--- config.mk ---
export PLATFORM = sky130hd
export DESIGN_NAME = text_to_integer_parser_unit
export DESIGN_NICKNAME = d
export VERILOG_FILES = /design/src/design/ttip_pkg.sv /design/src/design/text_to_integer_parser_unit.sv
export VERILOG_INCLUDE_DIRS = /design/src /design/src/design
export SDC_FILE = /design/constraint.sdc
export NUM_CORES = 2
export LEC_CHECK = 0
export BUFFER_PORTS_ARGS = -buffer_cell sky130_fd_sc_hd__buf_2
export CAP_MARGIN = 20
export CORE_MARGIN = 1
export CORE_UTILIZATION = 51
export CTS_BUF_LIST = sky130_fd_sc_hd__clkbuf_8
export CTS_CLUSTER_SIZE = 25
export DETAILED_ROUTE_END_ITERATION = 8
export GPL_TIMING_DRIVEN = 0
export PLACE_DENSITY = 0.73
export SLEW_MARGIN = 20
export SYNTH_ARGS = -nofsm -noshare
export SYNTH_HDL_FRONTEND = slang
export SYNTH_SLANG_ARGS = --single-unit
--- constraint.sdc ---
create_clock -name clk -period 16.1 [get_ports clk]
set_input_delay 2.415 -clock clk [delete_from_list [all_inputs] [get_ports clk]]
set_output_delay 2.415 -clock clk [all_outputs]
set_load 0.005 [all_outputs]
--- src/design/assert_macros.svh ---
// shared assertion macros
`ifndef ASSERT_MACROS_SVH
`define ASSERT_MACROS_SVH

// checked on every edge once reset is released
`define ASSERT_RUN(lbl, prop) \
    lbl: assert property (@(posedge clk) disable iff (!rst_n) prop) \
        else $error("assertion failed");

// checked on every edge, reset included
`define ASSERT_ALL(lbl, prop) \
    lbl: assert property (@(posedge clk) prop) \
        else $error("assertion failed");

`endif

--- src/design/ttip_pkg.sv ---
`timescale 1ns / 1ps

package ttip_pkg;

    localparam int OFFSET_BITS = 16;
    localparam int END_BITS    = 16;

    localparam logic [7:0] CASE_BIT = 8'h20;
    localparam logic [5:0] MAX_BASE = 6'd36;
    localparam logic [6:0] NO_DIGIT = 7'd64;

    localparam logic [7:0] REG_NUMBER_BASE   = 8'd0;
    localparam logic [7:0] REG_SIGNED_RESULT = 8'd1;
    localparam logic [7:0] REG_RESULT_BITS   = 8'd2;
    localparam logic [7:0] REG_CHECK_RANGE   = 8'd3;

    typedef enum logic [2:0] {
        PH_SKIP,
        PH_START,
        PH_ZERO,
        PH_XSEEN,
        PH_DIGITS,
        PH_DONE
    } phase_t;

    typedef logic [OFFSET_BITS-1:0] pos_t;

    function automatic pos_t pos_inc(input pos_t p);
        pos_inc = (&p) ? p : p + pos_t'(1);
    endfunction

    function automatic logic [6:0] digit_of(input logic [7:0] c);
        logic [7:0] l;
        l = c | CASE_BIT;
        if (c >= "0" && c <= "9")
            digit_of = 7'(c - 8'h30);
        else if (l >= "a" && l <= "z")
            digit_of = 7'(l - 8'h61) + 7'd10;
        else
            digit_of = NO_DIGIT;
    endfunction

    function automatic logic is_space(input logic [7:0] c);
        is_space = (c == 8'h20) || (c >= 8'h09 && c <= 8'h0D);
    endfunction

endpackage

--- src/design/text_to_integer_parser_unit.sv ---
`timescale 1ns / 1ps
// a terminating character waits in the input register; its result is written to the output register when it advances
// throughput: one character per cycle while the output register is not stalled, set by
// the state loop through the 64 x 6 bit multiply-add of the accumulator
// results leave through an output register; a full, stalled output register holds
// back only the character in the input register
// reset (rst_n low, asynchronous) clears the parse state and loads the register defaults

`include "assert_macros.svh"

module text_to_integer_parser_unit
    import ttip_pkg::*;
(
    input  logic        clk,
    input  logic        rst_n,
    input  logic        s_tvalid,
    output logic        s_tready,
    input  logic [7:0]  s_tdata,   // ch
    input  logic [0:0]  s_tuser,   // first
    output logic        m_tvalid,
    input  logic        m_tready,
    output logic [79:0] m_tdata,   // value[63:0], end_offset[79:64]
    output logic [1:0]  m_tuser,   // range_error, no_digits
    input  logic        cfg_valid,
    output logic        cfg_ready,
    input  logic [7:0]  cfg_index,
    input  logic [7:0]  cfg_data
);

    logic [5:0] number_base_reg;
    logic       signed_result_reg;
    logic [6:0] result_bits_reg;
    logic       check_range_reg;

    logic       in_valid_reg;
    logic [7:0] ch_reg;
    logic       first_reg;

    phase_t      phase_reg,  phase_next;
    logic        neg_reg,    neg_next;
    logic [5:0]  base_reg,   base_next;
    logic [63:0] acc_reg,    acc_next;
    logic        ovf_reg,    ovf_next;
    pos_t        pos_reg,    pos_next;

    logic          out_valid_reg;
    logic [63:0]   out_value_reg;
    logic [END_BITS-1:0] out_end_reg;
    logic          out_rerr_reg;
    logic          out_nod_reg;

    logic advance;
    logic s_accept;

    // state as seen by the item in the input register
    phase_t      ph_e;
    logic        neg_e;
    logic [5:0]  base_e;
    logic [63:0] acc_e;
    logic        ovf_e;
    pos_t        pos_e;

    logic [6:0]  dig;
    logic [5:0]  sel_base;
    logic [5:0]  start_base;
    logic        do_start;
    logic        do_digit;
    logic        two_steps;
    logic [69:0] mac;

    logic        emit;
    logic [63:0] e_value;
    logic [END_BITS-1:0] e_end;
    logic        e_rerr;
    logic        e_nod;

    logic        w32;
    logic [63:0] mask;
    logic [63:0] half;
    logic [63:0] lim;
    logic [63:0] sval;
    logic        fin_bad;
    logic [OFFSET_BITS+END_BITS-1:0] pos_ext;

    assign cfg_ready = 1'b1;
    assign advance   = in_valid_reg && (!out_valid_reg || m_tready);
    assign s_tready  = !in_valid_reg || advance;
    assign s_accept  = s_tvalid && s_tready;

    assign m_tvalid = out_valid_reg;
    assign m_tdata  = {out_end_reg, out_value_reg};
    assign m_tuser  = {out_nod_reg, out_rerr_reg};

    // result of finishing the current number
    always_comb
    begin
        w32     = (result_bits_reg == 7'd32);
        mask    = w32 ? 64'h0000_0000_FFFF_FFFF : '1;
        half    = w32 ? 64'h0000_0000_8000_0000 : 64'h8000_0000_0000_0000;
        lim     = signed_result_reg ? (neg_e ? half : half - 64'd1) : mask;
        sval    = neg_e ? (64'd0 - acc_e) : acc_e;
        fin_bad = check_range_reg && (ovf_e || acc_e > lim);
        pos_ext = {{END_BITS{1'b0}}, pos_e};
    end

    always_comb
    begin
        ph_e   = first_reg ? PH_SKIP : phase_reg;
        neg_e  = first_reg ? 1'b0 : neg_reg;
        base_e = first_reg ? 6'd0 : base_reg;
        acc_e  = first_reg ? 64'd0 : acc_reg;
        ovf_e  = first_reg ? 1'b0 : ovf_reg;
        pos_e  = first_reg ? pos_t'(0) : pos_reg;

        phase_next = ph_e;
        neg_next   = neg_e;
        base_next  = base_e;
        acc_next   = acc_e;
        ovf_next   = ovf_e;
        pos_next   = pos_e;

        emit    = 1'b0;
        e_value = 64'd0;
        e_end   = '0;
        e_rerr  = 1'b0;
        e_nod   = 1'b0;

        dig        = digit_of(ch_reg);
        sel_base   = base_e;
        start_base = base_e;
        do_start   = 1'b0;
        do_digit   = 1'b0;
        two_steps  = 1'b0;

        case (ph_e)
            PH_SKIP:
            begin
                if (is_space(ch_reg))
                begin
                    pos_next = pos_inc(pos_e);
                end
                else
                begin
                    base_next = number_base_reg;
                    if (number_base_reg == 6'd1 || number_base_reg > MAX_BASE)
                    begin
                        emit       = 1'b1;
                        e_nod      = 1'b1;
                        phase_next = PH_DONE;
                    end
                    else if (ch_reg == "-" || ch_reg == "+")
                    begin
                        neg_next   = (ch_reg == "-");
                        pos_next   = pos_inc(pos_e);
                        phase_next = PH_START;
                    end
                    else
                    begin
                        do_start   = 1'b1;
                        start_base = number_base_reg;
                    end
                end
            end
            PH_START:
            begin
                do_start = 1'b1;
            end
            PH_ZERO:
            begin
                if ((ch_reg | CASE_BIT) == "x")
                begin
                    base_next  = 6'd16;
                    phase_next = PH_XSEEN;
                end
                else
                begin
                    sel_base  = (base_e == 6'd0) ? 6'd8 : base_e;
                    base_next = sel_base;
                    do_digit  = 1'b1;
                end
            end
            PH_XSEEN:
            begin
                do_digit  = 1'b1;
                two_steps = 1'b1;
            end
            PH_DIGITS:
            begin
                do_digit = 1'b1;
            end
            default:
            begin
                phase_next = ph_e;
            end
        endcase

        // a prefix zero only counts in base 0 or 16
        if (do_start && !((start_base == 6'd0 || start_base == 6'd16) && ch_reg == "0"))
            sel_base = (start_base == 6'd0) ? 6'd10 : start_base;

        mac = 70'(acc_e) * 70'(sel_base) + 70'(dig);

        if (do_start)
        begin
            if ((start_base == 6'd0 || start_base == 6'd16) && ch_reg == "0")
            begin
                pos_next   = pos_inc(pos_e);
                base_next  = start_base;
                phase_next = PH_ZERO;
            end
            else
            begin
                base_next = sel_base;
                if (dig >= 7'(sel_base))
                begin
                    emit       = 1'b1;
                    e_nod      = 1'b1;
                    phase_next = PH_DONE;
                end
                else
                begin
                    acc_next   = mac[63:0];
                    ovf_next   = ovf_e | (|mac[69:64]);
                    pos_next   = pos_inc(pos_e);
                    phase_next = PH_DIGITS;
                end
            end
        end

        if (do_digit)
        begin
            if (dig >= 7'(sel_base))
            begin
                emit       = 1'b1;
                phase_next = PH_DONE;
                if (fin_bad)
                begin
                    e_rerr = 1'b1;
                end
                else
                begin
                    e_value = sval & mask;
                    e_end   = pos_ext[END_BITS-1:0];
                end
            end
            else
            begin
                acc_next   = mac[63:0];
                ovf_next   = ovf_e | (|mac[69:64]);
                pos_next   = two_steps ? pos_inc(pos_inc(pos_e)) : pos_inc(pos_e);
                phase_next = PH_DIGITS;
            end
        end
    end

    always_ff @(posedge clk or negedge rst_n)
    begin
        if (!rst_n)
        begin
            number_base_reg   <= 6'd10;
            signed_result_reg <= 1'b1;
            result_bits_reg   <= 7'd64;
            check_range_reg   <= 1'b1;
        end
        else if (cfg_valid && cfg_ready)
        begin
            case (cfg_index)
                REG_NUMBER_BASE:   number_base_reg   <= cfg_data[5:0];
                REG_SIGNED_RESULT: signed_result_reg <= cfg_data[0];
                REG_RESULT_BITS:   result_bits_reg   <= cfg_data[6:0];
                REG_CHECK_RANGE:   check_range_reg   <= cfg_data[0];
                default:           number_base_reg   <= number_base_reg;
            endcase
        end
    end

    always_ff @(posedge clk or negedge rst_n)
    begin
        if (!rst_n)
        begin
            in_valid_reg  <= 1'b0;
            out_valid_reg <= 1'b0;
            phase_reg     <= PH_SKIP;
            neg_reg       <= 1'b0;
            base_reg      <= 6'd0;
            acc_reg       <= 64'd0;
            ovf_reg       <= 1'b0;
            pos_reg       <= '0;
        end
        else
        begin
            if (s_accept)
                in_valid_reg <= 1'b1;
            else if (advance)
                in_valid_reg <= 1'b0;

            if (advance && emit)
                out_valid_reg <= 1'b1;
            else if (m_tready)
                out_valid_reg <= 1'b0;

            if (advance)
            begin
                phase_reg <= phase_next;
                neg_reg   <= neg_next;
                base_reg  <= base_next;
                acc_reg   <= acc_next;
                ovf_reg   <= ovf_next;
                pos_reg   <= pos_next;
            end
        end
    end

    always_ff @(posedge clk)
    begin
        if (s_accept)
        begin
            ch_reg    <= s_tdata;
            first_reg <= s_tuser[0];
        end
        if (advance && emit)
        begin
            out_value_reg <= e_value;
            out_end_reg   <= e_end;
            out_rerr_reg  <= e_rerr;
            out_nod_reg   <= e_nod;
        end
    end

    // a stalled result with a character waiting holds the input side
    `ASSERT_RUN(a_stall_back, in_valid_reg && out_valid_reg && !m_tready |-> !s_tready)
    // a range error carries a zero value and offset
    `ASSERT_RUN(a_rerr_zero, out_valid_reg && out_rerr_reg |-> out_value_reg == 64'd0 &&
        out_end_reg == '0 && !out_nod_reg)
    // no digits gives zero at offset zero
    `ASSERT_RUN(a_nod_zero, out_valid_reg && out_nod_reg |-> out_value_reg == 64'd0 &&
        out_end_reg == '0)
    // after a result the parse stays done until a new string
    `ASSERT_RUN(a_done_after, advance && emit |=> phase_reg == PH_DONE)
    `ASSERT_ALL(a_reset_empty, !rst_n |=> !m_tvalid)

endmodule

==> flow_metrics.py <==
metrics = {
    "clock_tree": {
        "path_clk_slew_ps": 110,
        "root_buffer": "clkbuf_8",
        "post_cts_buffers": 0,
        "cts_tree": "yes",
        "cts_resized": 0,
        "clock-sinks": 199,
        "cts_hold_buffers": 0,
        "numCtsBuffers": 17,
        "clk_latency_ps": 620,
        "htree_levels": 4,
        "cts.path.max_buffers": 2,
    },
    "detailed_routing": {
        "drt_first_iter_violations": 2310,
        "wirelength_um": 81300,
        "antenna_left": 0,
        "dr.pass1.iters": 6,
        "drc": 0,
        "vias": 22300,
        "wl_per_cell_um": 22.8,
        "via_per_inst": 6.23,
    },
    "sta": {
        "fmax_mhz": 81.4,
        "min_period_ps": 12280,
        "rsz0062_at_grt": "false",
        "maxSlewViolCount": 0,
        "fin_crit_sh": 0.763,
        "finalHoldViolations": 0,
        "max_slew.worst_pin.slew_ps": 1120,
        "slew_headroom": 0.256,
        "finalSetupViolCount": 0,
        "hold_ws_ps": 512,
        "tns_ps": 0,
        "final.setup_skew_ps": 31.0,
    },
    "synthesis": {
        "synth_cell_types": 97,
        "syn_inst": 2804,
        "synthesis.area_sq_um": 24800,
        "ys_ff_latch": 199,
        "synth_adder_area_share": 0.319,
        "ys.flop_type": "dfrtp_1",
        "synthXorXnorAreaFrac": 0.0477,
        "synth.avg_cell_area_sq_um": 8.83,
        "muxShareOfSynthArea": 0.0126,
        "synth-edff-count": 91,
        "synth_top_family_by_area": "adder cells",
        "yosysWarnings": 0,
        "syn_nets": 3313,
        "seq_area_frac_synth": 0.220,
        "synth_compound_area_frac": 0.158,
        "async_reset_ff_frac": 0.543,
        "yosys.area_share.simple": 0.196,
    },
    "setup_path": {
        "cpMaxStageDelayCell": "a2111oi_0",
        "start_kind": "flop",
        "slowest_delay_ps": 960,
        "cp_common_cell": "clkbuf_1",
        "cp_max_fo": 10,
        "crit_required_ps": 16600,
        "critPathCaptureType": "flop",
        "cp.arrival_ps": 12780,
        "critical_path_class": "reg2reg",
    },
    "die": {
        "die_area_sq_um": 49500,
        "initial_core_util": 0.518,
        "die_h_um": 222,
        "die_w_um": 222,
        "row_count": 80,
        "core_area_sq_um": 47800,
        "io_pins": 115,
    },
    "global_route": {
        "grt_pass1_vias": 22400,
        "grt_pass1_wl_um": 127000,
        "grt_max_degree": 64,
        "antenna_found_initial": 4,
        "grt-ovfl-total": 0,
        "track_usage": 0.337,
    },
    "placement": {
        "dp_hpwl_um": 64400,
        "routabilityCongestion": 0.979,
        "portBuffers": 112,
    },
    "layout": {
        "syn_to_final_growth_pct": 7.68,
        "fillers": 4363,
        "post-route-util": 0.558,
        "nets": 3451,
        "drive_above_1_share": 0.0819,
    },
    "worst_hold_path": {
        "hp-class": "reg2reg",
    },
    "power": {
        "powerDensity_nw_per_um2": 60.9,
        "ir_worst_vdd_mv": 0.0511,
        "leakagePower_uw": 0.0137,
    },
    "run_status": {
        "status": "completed",
    },
    "run": {
        "cap_viol_max_count": 0,
    },
}
## cells by family after synthesis
family,Yosys count
other,1
and+or+nand+nor,1091
xor gates and xnor gates,135
muxes,29
buffers and inverters,298
DFF,199
AOI/OAI and AO/OA,572
adders and majority gates,479
## synth_stat cells, types with 19 or more instances
cell type | number | share of area
ha_1 | 226 | 0.11
xnor2_1 | 72 | 0.025
nand2b_1 | 37 | 0.0093
dfrtp_1 | 103 | 0.10
inv_1 | 167 | 0.025
o21ai_0 | 114 | 0.023
a22o_1 | 69 | 0.024
a21o_1 | 80 | 0.024
fa_1 | 253 | 0.20
and2_1 | 19 | 0.0048
a21oi_1 | 123 | 0.025
o21bai_1 | 22 | 0.0067
nand3_1 | 45 | 0.0091
nor2_1 | 545 | 0.083
xor2_1 | 63 | 0.022
nor3_1 | 38 | 0.0077
clkbuf_1 | 101 | 0.015
nor2b_1 | 25 | 0.0063
nand4_1 | 33 | 0.0083
edfxtp_1 | 91 | 0.11
nand2_1 | 250 | 0.038
## critical path, delay by kind of cell, from the launching register on
kind	cells	cell delay, ps
flip-flops	1	490
adder cells (fa/ha/maj)	5	2160
AO/OA/AOI/OAI	8	3780
AND/OR/NAND/NOR	7	1350
buffers and inverters	7	4370
## power by group
group / switching [uW] / total (uW) / internal [uW]
registers: 41.4 / 654 / 613
logic: 452 / 629 / 177
clock network: 217 / 340 / 123
## path summary, 6_finish.rpt
| path | start | end | slack (ps) | depth (start not counted) |
|---|---|---|---|---|
| setup / recovery | first_reg$_DFFE_PP_ | ovf_reg$_DFFE_PN0P_ | 3820 | 27 |
| hold / removal | result_bits_reg[5]$_DFFE_PN0P_ | result_bits_reg[5]$_DFFE_PN0P_ | 510 | 1 |
| setup reg to reg | first_reg$_DFFE_PP_ | ovf_reg$_DFFE_PN0P_ | 3820 | 27 |
| hold reg to reg | result_bits_reg[5]$_DFFE_PN0P_ | result_bits_reg[5]$_DFFE_PN0P_ | 510 | 1 |
| max in group asynchronous | rst_n | acc_reg[47]$_DFFE_PN0P_ | 13590 | 2 |
| min in group asynchronous | rst_n | acc_reg[4]$_DFFE_PN0P_ | 1750 | 1 |
## final cells by class
type | instances | area (sq um) | share of cell area
multi-input combinational | 2307 | 18200 | 0.683
sequential | 199 | 5440 | 0.204
tap | 615 | 769 | 0.0288
timing repair buffer | 119 | 712 | 0.0267
inverter | 169 | 634 | 0.0238
buffer | 129 | 529 | 0.0198
clock buffer | 17 | 234 | 0.00877
clock inverter | 15 | 134 | 0.00502
antenna | 4 | 10.0 | 0.000375
## routing by layer
layer	track usage	wire (um)	vias to the layer above
li1	-	-	9956
met1	0.443	33000	11000
met2	0.533	37300	1138
met3	0.0665	7270	225
met4	0.164	3800	2
met5	0	11	-
## cells in the final DEF, fill, tap and decap left out, types with 45 or more instances in the layout
master / n
a21o_1: 80
a21oi_1: 123
a22o_1: 69
buf_2: 128
clkbuf_1: 100
dfrtp_1: 103
edfxtp_1: 91
fa_1: 253
ha_1: 226
inv_1: 170
nand2_1: 250
nand3_1: 45
nor2_1: 544
o21ai_0: 114
xnor2_1: 72
xor2_1: 63
## through the flow
stage,instance area (sq um),instances,total power [uW],setup WS (ps)
floorplan,24800,2804,1000,7780
global placement,26100,3531,1250,3560
detailed placement,26300,3538,1280,3990
CTS,26700,3570,1620,3960
global route,26700,3570,1690,3460
finish,26700,3574,1620,3820
Note: power is estimated with default switching activity, not from simulation.
